File: config.mk
export PLATFORM = sky130hd
export DESIGN_NAME = cqt_issue
export DESIGN_NICKNAME = d
export VERILOG_FILES = /design/src/cqt_pkg.sv /design/src/cqt_issue.sv
export SDC_FILE = /design/constraint.sdc
export NUM_CORES = 1
export LEC_CHECK = 0
export BUFFER_PORTS_ARGS = -buffer_cell sky130_fd_sc_hd__buf_2
export CELL_PAD_IN_SITES_DETAIL_PLACEMENT = 1
export CELL_PAD_IN_SITES_GLOBAL_PLACEMENT = 2
export CORE_UTILIZATION = 32
export DETAILED_ROUTE_END_ITERATION = 12
export GPL_TIMING_DRIVEN = 0
export PLACE_DENSITY = 0.77
export SYNTH_ARGS = -nofsm -noshare
export SYNTH_HDL_FRONTEND = slang
export SYNTH_SLANG_ARGS = --single-unit
File: constraint.sdc
create_clock -name clk -period 3 [get_ports clk]
set_input_delay 0 -clock clk [delete_from_list [all_inputs] [get_ports clk]]
set_output_delay 0 -clock clk [all_outputs]
set_load 0.05 [all_outputs]
File: src/cqt_pkg.sv
package cqt_pkg;

  // default size limits
  localparam int DEF_MAX_COLUMNS = 1024;
  localparam int DEF_MAX_ROWS    = 1024;

  // pipeline depths
  localparam int DIV_STEPS    = 33;
  localparam int CORDIC_STEPS = 20;

  // inverse CORDIC gain, Q2.30
  localparam logic signed [33:0] CORDIC_X0 = 34'sd652032874;

  // register indexes
  localparam logic [1:0] CFG_COLUMNS = 2'd0;
  localparam logic [1:0] CFG_ROWS    = 2'd1;
  localparam logic [1:0] CFG_RADIUS  = 2'd2;
  localparam logic [1:0] CFG_HEIGHT  = 2'd3;

  // one corner to generate
  typedef struct packed {
    logic [10:0] col;
    logic [10:0] row;
    logic        last;
    logic        bad;
  } vtx_t;

  // one restoring divider: partial remainder, numerator bits shifting out,
  // quotient bits shifting in
  typedef struct packed {
    logic [10:0] rem;
    logic [32:0] nq;
  } dstep_t;

  typedef struct packed {
    dstep_t u;
    dstep_t v;
    dstep_t y;
    logic   last;
    logic   bad;
  } div_t;

  typedef struct packed {
    logic signed [33:0] x;
    logic signed [33:0] y;
    logic signed [33:0] z;
    logic [1:0]         quad;
    logic [16:0]        tex_u;
    logic [16:0]        tex_v;
    logic [15:0]        pos_y;
    logic               last;
    logic               bad;
  } rot_t;

  typedef struct packed {
    logic signed [15:0] sin_v;
    logic signed [15:0] cos_v;
    logic [16:0]        tex_u;
    logic [16:0]        tex_v;
    logic [15:0]        pos_y;
    logic               last;
    logic               bad;
  } nrm_t;

  // arctan of 2^-k in units of 2^-32 turn
  function automatic logic [29:0] atan_turn(input int k);
    logic [29:0] a;
    case (k)
      0:  a = 30'd536870912;
      1:  a = 30'd316933406;
      2:  a = 30'd167458907;
      3:  a = 30'd85004756;
      4:  a = 30'd42667331;
      5:  a = 30'd21354465;
      6:  a = 30'd10679838;
      7:  a = 30'd5340245;
      8:  a = 30'd2670163;
      9:  a = 30'd1335087;
      10: a = 30'd667544;
      11: a = 30'd333772;
      12: a = 30'd166886;
      13: a = 30'd83443;
      14: a = 30'd41722;
      15: a = 30'd20861;
      16: a = 30'd10430;
      17: a = 30'd5215;
      18: a = 30'd2608;
      19: a = 30'd1304;
      default: a = 30'd0;
    endcase
    return a;
  endfunction

  // one restoring division step, remainder kept below the divisor
  function automatic dstep_t div_step(input dstep_t a, input logic [10:0] d);
    logic [11:0] r2;
    dstep_t      o;
    r2 = {a.rem, a.nq[32]};
    if (r2 >= {1'b0, d}) begin
      o.rem = 11'(r2 - {1'b0, d});
      o.nq  = {a.nq[31:0], 1'b1};
    end else begin
      o.rem = r2[10:0];
      o.nq  = {a.nq[31:0], 1'b0};
    end
    return o;
  endfunction

  // Q2.30 to Q1.15, round half up, clamp to symmetric range
  function automatic logic signed [15:0] to_q15(input logic signed [33:0] v);
    logic signed [33:0] t;
    logic signed [15:0] o;
    t = (v + 34'sd16384) >>> 15;
    if (t > 34'sd32767) begin
      o = 16'sd32767;
    end else if (t < -34'sd32767) begin
      o = -16'sd32767;
    end else begin
      o = t[15:0];
    end
    return o;
  endfunction

endpackage

File: src/cqt_issue.sv
module cqt_issue (
  input  logic          clk,
  input  logic          rst,
  input  logic          adv,
  input  logic          in_valid,
  output logic          in_stall,
  input  logic [9:0]    column_index,
  input  logic [9:0]    row_index,
  input  logic [10:0]   ncols,
  input  logic [10:0]   nrows,
  output cqt_pkg::vtx_t vtx,
  output logic          vtx_valid
);
  import cqt_pkg::*;

  logic        busy;
  logic [2:0]  corner;
  logic [10:0] ci;
  logic [10:0] cn;
  logic [10:0] rj;
  logic        bad;
  logic        last_now;
  logic        accept;
  logic        use_next_col;
  logic        use_next_row;
  logic [10:0] ci_inc;

  assign last_now = bad || (corner == 3'd5);
  assign in_stall = busy && !(adv && last_now);
  assign accept   = in_valid && !in_stall;
  assign ci_inc   = {1'b0, column_index} + 11'd1;

  // corner order (i,j) (i+1,j) (i+1,j+1) (i,j) (i+1,j+1) (i,j+1)
  assign use_next_col = (corner == 3'd1) || (corner == 3'd2) || (corner == 3'd4);
  assign use_next_row = (corner == 3'd2) || (corner == 3'd4) || (corner == 3'd5);

  // quad sequencer; a transfer while busy only happens on the last corner
  always_ff @(posedge clk) begin
    if (rst) begin
      busy      <= 1'b0;
      corner    <= 3'd0;
      vtx_valid <= 1'b0;
    end else begin
      if (adv) begin
        vtx_valid <= busy;
      end
      if (accept) begin
        busy   <= 1'b1;
        corner <= 3'd0;
      end else if (busy && adv) begin
        corner <= corner + 3'd1;
        if (last_now) begin
          busy <= 1'b0;
        end
      end
    end
  end

  // quad fields, latched on transfer
  always_ff @(posedge clk) begin
    if (accept) begin
      ci  <= {1'b0, column_index};
      rj  <= {1'b0, row_index};
      cn  <= (ci_inc == ncols) ? 11'd0 : ci_inc;
      bad <= ({1'b0, column_index} >= ncols) || ({1'b0, row_index} >= nrows);
    end
  end

  // corner register
  always_ff @(posedge clk) begin
    if (busy && adv) begin
      vtx.col  <= use_next_col ? cn : ci;
      vtx.row  <= use_next_row ? rj + 11'd1 : rj;
      vtx.last <= last_now;
      vtx.bad  <= bad;
    end
  end

endmodule

==> run metrics, run 1 <==
Netlist cell types=51; largest net degree at the start of global routing=36; clk_lat worst skew=between 0.3 and 0.4 ns; per-cell routed wire length=around 14 µm; core footprint=between 0.009 and 0.01 mm²; Syn Std Cell Area=0.003301 mm²; hold buffer count at CTS=24; syn_nets=335; HPWL Detailed=about 5300 µm; Initial DRC Count=124; row cnt=36; TritonCTS clock tree=done; I/O Pins=72; CP endpoint kind=flop; nets=441; Pwr per Cell Area=slightly below 500 mW/mm²; Max-slew headroom=32.37%; hold depth=2; placed cells=approximately 470; vias after detailed routing=~2,300; Avg Cell Area, Syn=about 13 µm²; Reg2Reg Depth=7; max-slew violations=0; share of power burned in registers=between 40% and 50%; H-tree Lvls=3; Clock transition at path regs=0.07 ns; layout cells sized above 1=29.68%; Psw=507.8 µW; Num CTS Buffers=9; pre-CTS worst setup slack=0.8263 ns; setup bufs post-CTS=0; Setup TNS=0 ns; outcome=complete, no violations; DIE AREA=roughly 0.011 mm²; Clock Path Buffers=2; final hold violations=0; gpl congestion=0.7113; Hold/Removal Path Class=in2reg; DR pass1 iterations=4; first-pass GRT wire length=11,810 µm; switching share of power=24.30%; number of synthesized register bits=61; Internal=1582 µW; Layout area overhead=29.53%; Pwr Total=2090 µW; Post-synth ARST share=0%; initial core utilization=33.46%; maximum vdd drop=164.2 µV; CTS resizes=0; Syn. warnings=0; grt ovf=0; routed wire length=7142 µm; Setup crit start kind=input pin; Main synth FF type=edfxtp_1; EDFF count, synth=56; CP Class=in2reg; Cells after Synth=263; Global Route Usage Sum=14.13%; drt drc=0; Non-Filler Instances=507; number of global-route vias before repair=around 2,400; initial antenna violation count=0; post-synthesis sequential area ratio=53.98%; # diodes=0; Peak Freq=442.1 MHz; DIE HEIGHT=103.6 µm; max-cap viol count=0; worst path required time=3.08 ns; vias per cell=around 4.6; Arr. time, crit path=2.34 ns; worst setup margin=between 0.7 and 0.8 ns; Detail Route Antenna Nets=0; Comb power frac=around 15%; TritonCTS Sinks=61; Leak=0.001809 µW; worst clock skew=between 0.007 and 0.008 ns; fin crit share=75.41%; crit path max fanout=9; Tmin final=between 2 and 2.5 ns; Buffers on Ports=71; Clk network pwr share=between 30 and 40%; endpoints failing setup=0; Worst Tran Pin Value=between 1 and 1.5 ns; buffer type at the clock tree root=clkbuf_8; RSZ-0062 raised after global routing=no; die width=103.6 µm
==> placed cells by master, fill, tap and decap left out, types with 3 or more instances in the layout <==
master	count
clkbuf_1	3
nand2b_1	3
edfxtp_1	56
dlygate4sd3_1	24
xor2_1	8
a21o_1	8
inv_1	24
nor3_1	6
dfxtp_1	5
mux2_2	12
nand4_1	6
nand3_1	9
nor2_1	17
nand2_1	10
xnor2_1	13
buf_2	72
a21oi_1	12
clkbuf_8	9
ha_1	26
and3_1	3
==> critical path, cell delays in order <==
cell,delay [ns]
dlygate4sd3_1,0.53
buf_2,0.17
ha_1,0.32
and3_1,0.21
nand2_2,0.11
a22oi_1,0.09
o22a_1,0.23
nor4_4,0.29
and2_1,0.18
buf_6,0.14
nor2_1,0.06
==> per-layer routing <==
layer  global-route usage, %  vias up  share of wire [%]
li1                        -     1174                  -
met1                   17.77     1083                 48
met2                   23.59       56                 48
met3                   1.573        9                2.8
met4                   8.075        0                1.8
met5                       0        -                  0
==> sequential cells by signal, indices dropped and copies added, names as in the netlist <==
register,flops
ci,10
corner,3
bad,1
busy,1
vtx,24
cn,11
vtx_valid,1
rj,10
==> cells in the mapped netlist (3+ instances only) <==
cell      count  share of area [%]
edfxtp_1     56                 51
ha_1         26                9.9
inv_1        24                2.7
nor2_1       17                1.9
xnor2_1      13                3.4
a21oi_1      12                1.8
mux2_2       12                4.1
nand2_1      10                1.1
nand3_1       9                1.4
a21o_1        8                1.8
xor2_1        8                2.1
nand4_1       6                1.1
nor3_1        6               0.91
dfxtp_1       5                3.0
and3_1        3               0.57
nand2b_1      3               0.57
nor2b_1       3               0.57
==> path summary, 6_finish.rpt <==
check                   from      end  slack, ns
min reg2reg              bad   vtx[0]       0.48
max reg2reg        corner[1]  vtx[14]       0.86
min                ncols[10]      bad       0.03
max          column_index[0]    cn[2]       0.74
==> power groups by stage <==
stage / Sequential, µW / Combinational [µW] / Clock [µW]
global route: 1010 / 357 / 818
floorplan: 1070 / 153 / 0
detailed placement: 1020 / 302 / 0
finish: 1000 / 322 / 764
global placement: 1020 / 293 / 0
CTS: 1010 / 328 / 782
==> area by class of cell <==
class | instances | area [µm²]
buffer | 7 | 50.05
tap | 133 | 166.4
clock buffer | 10 | 127.6
sequential | 61 | 1782
inverter | 24 | 90.09
timing repair buffer | 95 | 595.6
multi-input combinational | 171 | 1386
clock inverter | 6 | 77.57
fill | 1088 | 5589
==> per-stage QoR <==
stage / util, % / instance area, µm² / hold WS, ns
finish: 43.34 / 4275 / 0.03125
global route: 43.34 / 4275 / 0.02672
CTS: 43.34 / 4275 / 0.01020
detailed placement: 38.83 / 3830 / 0.1952
global placement: 38.77 / 3825 / 0.2005
floorplan: - / 3303 / 0.06907
==> cells by family after synthesis <==
logic type,Yosys count,synth area share [%]
XOR/XNOR,24,7.430
flip-flops,61,53.98
AND/OR/NAND/NOR,68,11.37
multiplexers,13,4.397
AO/OA/AOI/OAI,40,8.719
adder cells (fa/ha/maj),26,9.856
buffers and inverters,31,4.246
Note: power is estimated with default switching activity, not from simulation.
==> run 2: changes to the inputs <==
Clock period 3 ns to 1.9 ns, I/O delays scaled along.
==> run 2 against run 1 <==
Against the previous run:
- routed wire length increased by 7.2%
- power increased by 61%
- design area increased by 3.0%
- clock power increased by 62%
- combinational power increased by 66%
- cell count increased by 0.59%
- register-to-register slack got worse by 0.75 ns
- global-route usage increased by 0.81 points
- via count increased by 1.9%
- setup slack got worse by 0.67 ns
- sequential share of layout area decreased by 1.1 points
- largest power group unchanged
==> run metrics, run 2 (synthesis gave the netlist of run 1 again) <==
outcome=complete, no violations; biggest regs=vtx x24, cn x11; maximum vdd drop=323.4 µV (+97%); Worst Tran Pin Value=0.5563 ns (-0.4570 ns); HPWL Detailed=5549 µm (+4.1%); Num CTS Buffers=9 (unchanged); endpoints failing setup=0 (unchanged); Setup crit start kind=input pin; buffer type at the clock tree root=clkbuf_8; Initial DRC Count=87 (-30%); Detail Route Antenna Nets=0 (unchanged); most common cell after layout, fill and taps aside=buf_2; # diodes=0 (unchanged); final hold violations=0 (unchanged); initial core utilization=33.46% (unchanged); gpl congestion=0.7580 (+6.6%); register-to-register setup slack=0.11 ns (-0.75 ns); worst setup path endpoint=bad; Reg2Reg Depth=9 (+2); Largest register FFs=24 (unchanged); final core utilization=44.63% (+1.3 points); Arr. time, crit path=1.91 ns (-0.43 ns); TritonCTS clock tree=done; most frequent cells in the layout=buf_2, edfxtp_1, dlygate4sd3_1; TritonCTS Sinks=61 (unchanged); Worst Setup SP=row_index[3]; DIE HEIGHT=103.6 µm (unchanged); worst path required time=1.98 ns (-1.10 ns); Tmin final=about 1.8 ns; Max-slew headroom=62.83% (+30 points); CP endpoint kind=flop; crit path max fanout=2 (-7); routed wire length=7659 µm (+7.2%); DR pass1 iterations=4 (unchanged); die width=103.6 µm (unchanged); core footprint=0.009864 mm² (unchanged); per-cell routed wire length=15.02 µm (+6.6%); Buffers on Ports=71 (unchanged); CP delay by family, top=compound AO/OA/AOI/OAI gates; initial antenna violation count=0 (unchanged); CP cell instances=dlygate4sd3_1, buf_2, ha_1, a21o_1, a2111oi_1, o32a_1, o31ai_1; vias after detailed routing=2,367 (+1.9%); Layout area overhead=33.40%; Hold/Removal Path Class=in2reg; max-slew violations=0 (unchanged); Peak Freq=between 500 and 600 MHz; grt ovf=0 (unchanged); largest stage delay on the critical path=0.53 ns (about the same); Pwr per Cell Area=764.0 mW/mm² (+56%); largest net degree at the start of global routing=26 (-28%); drt drc=0 (unchanged); CP max-delay cell=dlygate4sd3_1; vias per cell=4.641 (+1.3%); I/O Pins=72 (unchanged); Clock Path Buffers=2 (unchanged); max-cap viol count=0 (unchanged); row cnt=36 (unchanged); number of global-route vias before repair=2,556 (+4.6%); CP bufs+invs=2 (-1); clk_lat worst skew=0.33 ns (about the same); reg2reg start=corner[0]; fin crit share=between 90% and 100%; Leak=0.001831 µW (+1.2%); worst clock skew=0.004650 ns (-0.002560 ns); R2R Path End=vtx[11]; post-route cell area=0.004403 mm² (+3.0%); DIE AREA=0.01072 mm² (unchanged); nets=444 (+0.68%); Top reg by flops=vtx; CP Class=in2reg; H-tree Lvls=3 (unchanged); Global Route Usage Sum=14.94% (+0.81 points); Clock transition at path regs=0.07 ns (about the same); layout cells sized above 1=35.54% (+5.9 points); first-pass GRT wire length=12,500 µm (+5.8%); Post-DP Area=0.003841 mm² (+0.29%); critical path depth=7 (-4)
==> run 2: how the worst min path moves through the flow <==
stage / startpoint / end / slack [ns] / cells after the start
global route: column_index[0] / cn[0] / 0.03 / 2
floorplan: rst / vtx_valid / 0.07 / 1
finish: column_index[0] / cn[0] / 0.03 / 2
global placement: row_index[0] / rj[0] / 0.20 / 1
detailed placement: row_index[0] / rj[0] / 0.20 / 1
CTS: column_index[0] / cn[0] / 0.009 / 2
==> run 2: cell type report <==
type                       instances  area (µm²)
buffer                             7       60.06
clock buffer                       9       123.9
clock inverter                     7       90.09
fill                            1070        5461
inverter                          24       96.34
multi-input combinational        172        1469
sequential                        61        1787
tap                              133       166.4
timing repair buffer              97       610.6
==> run 2: power by group <==
part / total [µW] / internal (µW) / switching, µW
registers: 1590 / 1550 / 31.6
logic: 534 / 228 / 306
clock network: 1240 / 730 / 513
==> run 2: repair_timing <==
action                                  CTS  global route
buffers inserted                          1             1
gates cloned                              1             0
resized for setup                         6            18
endpoints found under the hold margin    26             0
endpoints found under the setup margin   49            24
hold buffers                             24             0
pin swaps                                 1             5
==> run 2: worst reg2reg max path: stages, from the launching register on <==
cell and delay, ns:
dfxtp_4 0.37, inv_4 0.08, ha_2 0.18, nor2_1 0.05, a21oi_2 0.13, and3_4 0.21
nand3_2 0.08, nor2_2 0.16, nand4_1 0.14, xnor2_1 0.16
==> run 2: per-layer routing <==
layer | track usage, % | vias to the layer above | routed length [µm]
met4 | 8.075 | 0 | 153
li1 | - | 1181 | -
met2 | 26.08 | 52 | 3930
met3 | 1.951 | 9 | 215
met1 | 17.82 | 1125 | 3359
met5 | 0 | - | 0
==> run 2: metrics by stage <==
stage                     cells  hold slack [ns]  setup slack [ns]  power [µW]  setup TNS [ns]
after global routing        510          0.02681          -0.01426        3518        -0.01426
after detailed placement    467           0.1992           -0.2956        2098          -10.14
after floorplan             263          0.06907           0.04237        1928               0
final                       510          0.03074           0.06557        3364               0
after global placement      467           0.2008           -0.2447        2079          -7.593
after CTS                   509         0.008882          0.009122        3395               0
==> run 3: changes to the inputs <==
Settings changed: CORE_MARGIN set to 5.
==> run 3 against run 2 <==
Against the previous run:
- critical path depth is 2 higher
- critical endpoint is now vtx[10]
- flip-flop and latch count stayed put
- die area is 16% higher
- power is 1.2% lower
- core utilization is 1.4 points lower
- count of clock-buffer cells in the layout is 2 higher
- routed wire length is 2.0% higher
- combinational power hardly changed
- clock power is 3% lower
- first-iteration DRC count is 30% lower
- sequential power hardly changed
- sequential share of layout area hardly changed
==> run metrics, run 3 (synthesis gave the netlist of run 1 again) <==
vias after detailed routing=2,385 (+0.76%); per-cell routed wire length=15.20 µm (+1.2%); vias per cell=4.640 (about the same); Hold/Removal Path Class=in2reg; endpoints failing setup=0 (unchanged); CP max-delay cell=dfxtp_4; pre-CTS worst setup slack=-0.3593 ns (-0.06372 ns); Tmin final=1.829 ns (-0.005354 ns); Arr. time, crit path=1.89 ns (-0.02 ns); maximum vdd drop=346.2 µV (+7.0%); Setup crit start kind=flop; I/O Pins=72 (unchanged); H-tree Lvls=3 (unchanged); most common cell after layout, fill and taps aside=buf_2; Detail Route Antenna Nets=0 (unchanged); TritonCTS clock tree=done; core footprint=0.01018 mm² (+3.2%); Largest register FFs=24 (unchanged); DIE HEIGHT=111.6 µm (+7.7%); gpl congestion=0.7452 (-1.7%); biggest regs=vtx x24, cn x11; number of global-route vias before repair=2,606 (+2.0%); Worst Tran Pin Value=0.5555 ns (-0.0008851 ns); placed cells=470 (+0.64%); Non-Filler Instances=514 (+0.78%); largest net degree at the start of global routing=26 (unchanged); outcome=complete, no violations; worst path required time=1.96 ns (-0.02 ns); Clock transition at path regs=0.06 ns (about the same); Layout area overhead=33.43% (about the same); drt drc=0 (unchanged); nets=445 (+0.23%); initial core utilization=32.41% (-1.1 points); max-slew violations=0 (unchanged); DIE AREA=0.01245 mm² (+16%); crit path max fanout=3 (+1); largest stage delay on the critical path=0.37 ns (-0.16 ns); first-pass GRT wire length=13,020 µm (+4.2%); worst clock skew=0.008929 ns (+0.004279 ns); layout cells sized above 1=35.45% (-0.094 points); routed wire length=7814 µm (+2.0%); Leak=0.001836 µW (+0.28%); Global Route Usage Sum=13.04% (-1.9 points); worst setup margin=0.07092 ns (+0.005354 ns); final hold violations=0 (unchanged); Peak Freq=546.7 MHz (+0.29%); most frequent cells in the layout=buf_2, edfxtp_1, dlygate4sd3_1; DR pass1 iterations=4 (unchanged); HPWL Detailed=5609 µm (+1.1%); final core utilization=43.24% (-1.4 points); initial antenna violation count=0 (unchanged); row cnt=37 (+2.8%); Num CTS Buffers=9 (unchanged); Max-slew headroom=62.89% (about the same); fin crit share=96.27% (-0.28 points); TritonCTS Sinks=61 (unchanged); Initial DRC Count=61 (-30%); CP endpoint kind=flop; buffer type at the clock tree root=clkbuf_8; grt ovf=0 (unchanged); Buffers on Ports=71 (unchanged); CP Class=reg2reg; Top reg by flops=vtx; # diodes=0 (unchanged); clk_lat worst skew=0.32 ns (about the same); Pwr per Cell Area=754.8 mW/mm² (-1.2%); die width=111.6 µm (+7.7%); CP cell instances=inv_4, ha_2, nor2_1, a21oi_2, and3_4, nand2_2, nor2_2, nand3_1, xnor2_1; Clock Path Buffers=2 (unchanged); max-cap viol count=0 (unchanged)
run 3: repair_timing:
action | 4_1_cts | 5_1_grt
setup buffers | 1 | 2
pin swaps | 1 | 8
setup endpoints to repair | 51 | 15
hold buffers | 24 | 0
endpoints found under the hold margin | 26 | 0
gates cloned | 1 | 0
resized for setup | 7 | 18
run 3: path summary, 6_finish.rpt:
kind | slack [ns] | startpoint | endpoint | cells past startpoint
min | 0.05 | column_index[0] | cn[0] | 2
max | 0.07 | corner[0] | vtx[10] | 9
min reg2reg | 0.48 | vtx_valid | vtx_valid | 2
max reg2reg | 0.07 | corner[0] | vtx[10] | 9
run 3: where the power goes:
part           internal (µW)  leakage (µW)  switching [µW]
combinational            227       0.00116             309
sequential              1560      0.000570            30.6
clock                    733      0.000107             470
run 3: final cells by class:
type / instances / area [µm²]
Clock inverter: 5 / 75.07
Sequential cell: 61 / 1787
Buffer: 7 / 60.06
Fill cell: 1140 / 5781
Tap cell: 136 / 170.2
Clock buffer: 11 / 131.4
Inverter: 24 / 96.34
Timing Repair Buffer: 98 / 618.1
Multi-Input combinational cell: 172 / 1466
run 3: worst max-delay path: cells and delay by family, from the launching register on:
kind | cells | cell delay (ns)
fa+ha+maj | 1 | 0.17
compound gates | 1 | 0.18
simple gates | 5 | 0.65
flops | 1 | 0.37
buf+inv | 1 | 0.06
xor+xnor | 1 | 0.15
run 3: routing by layer:
layer	vias to the layer above	GRT usage [%]	part of all wire, %
li1	1183	-	-
met1	1134	16.36	45
met2	63	22.40	49
met3	5	3.315	4.2
met4	0	3.487	1.0
met5	-	0	0
run 3: stage by stage:
step / hold slack, ns / power (µW) / instance area, µm² / TNS (ns)
after floorplan: 0.06907 / 1928 / 3319 / 0
after global placement: 0.1918 / 2080 / 3845 / -8.113
after detailed placement: 0.1977 / 2099 / 3845 / -11.55
after CTS: 0.03460 / 3352 / 4332 / -0.01383
after global routing: 0.03308 / 3502 / 4404 / -0.05610
final: 0.04897 / 3324 / 4404 / 0
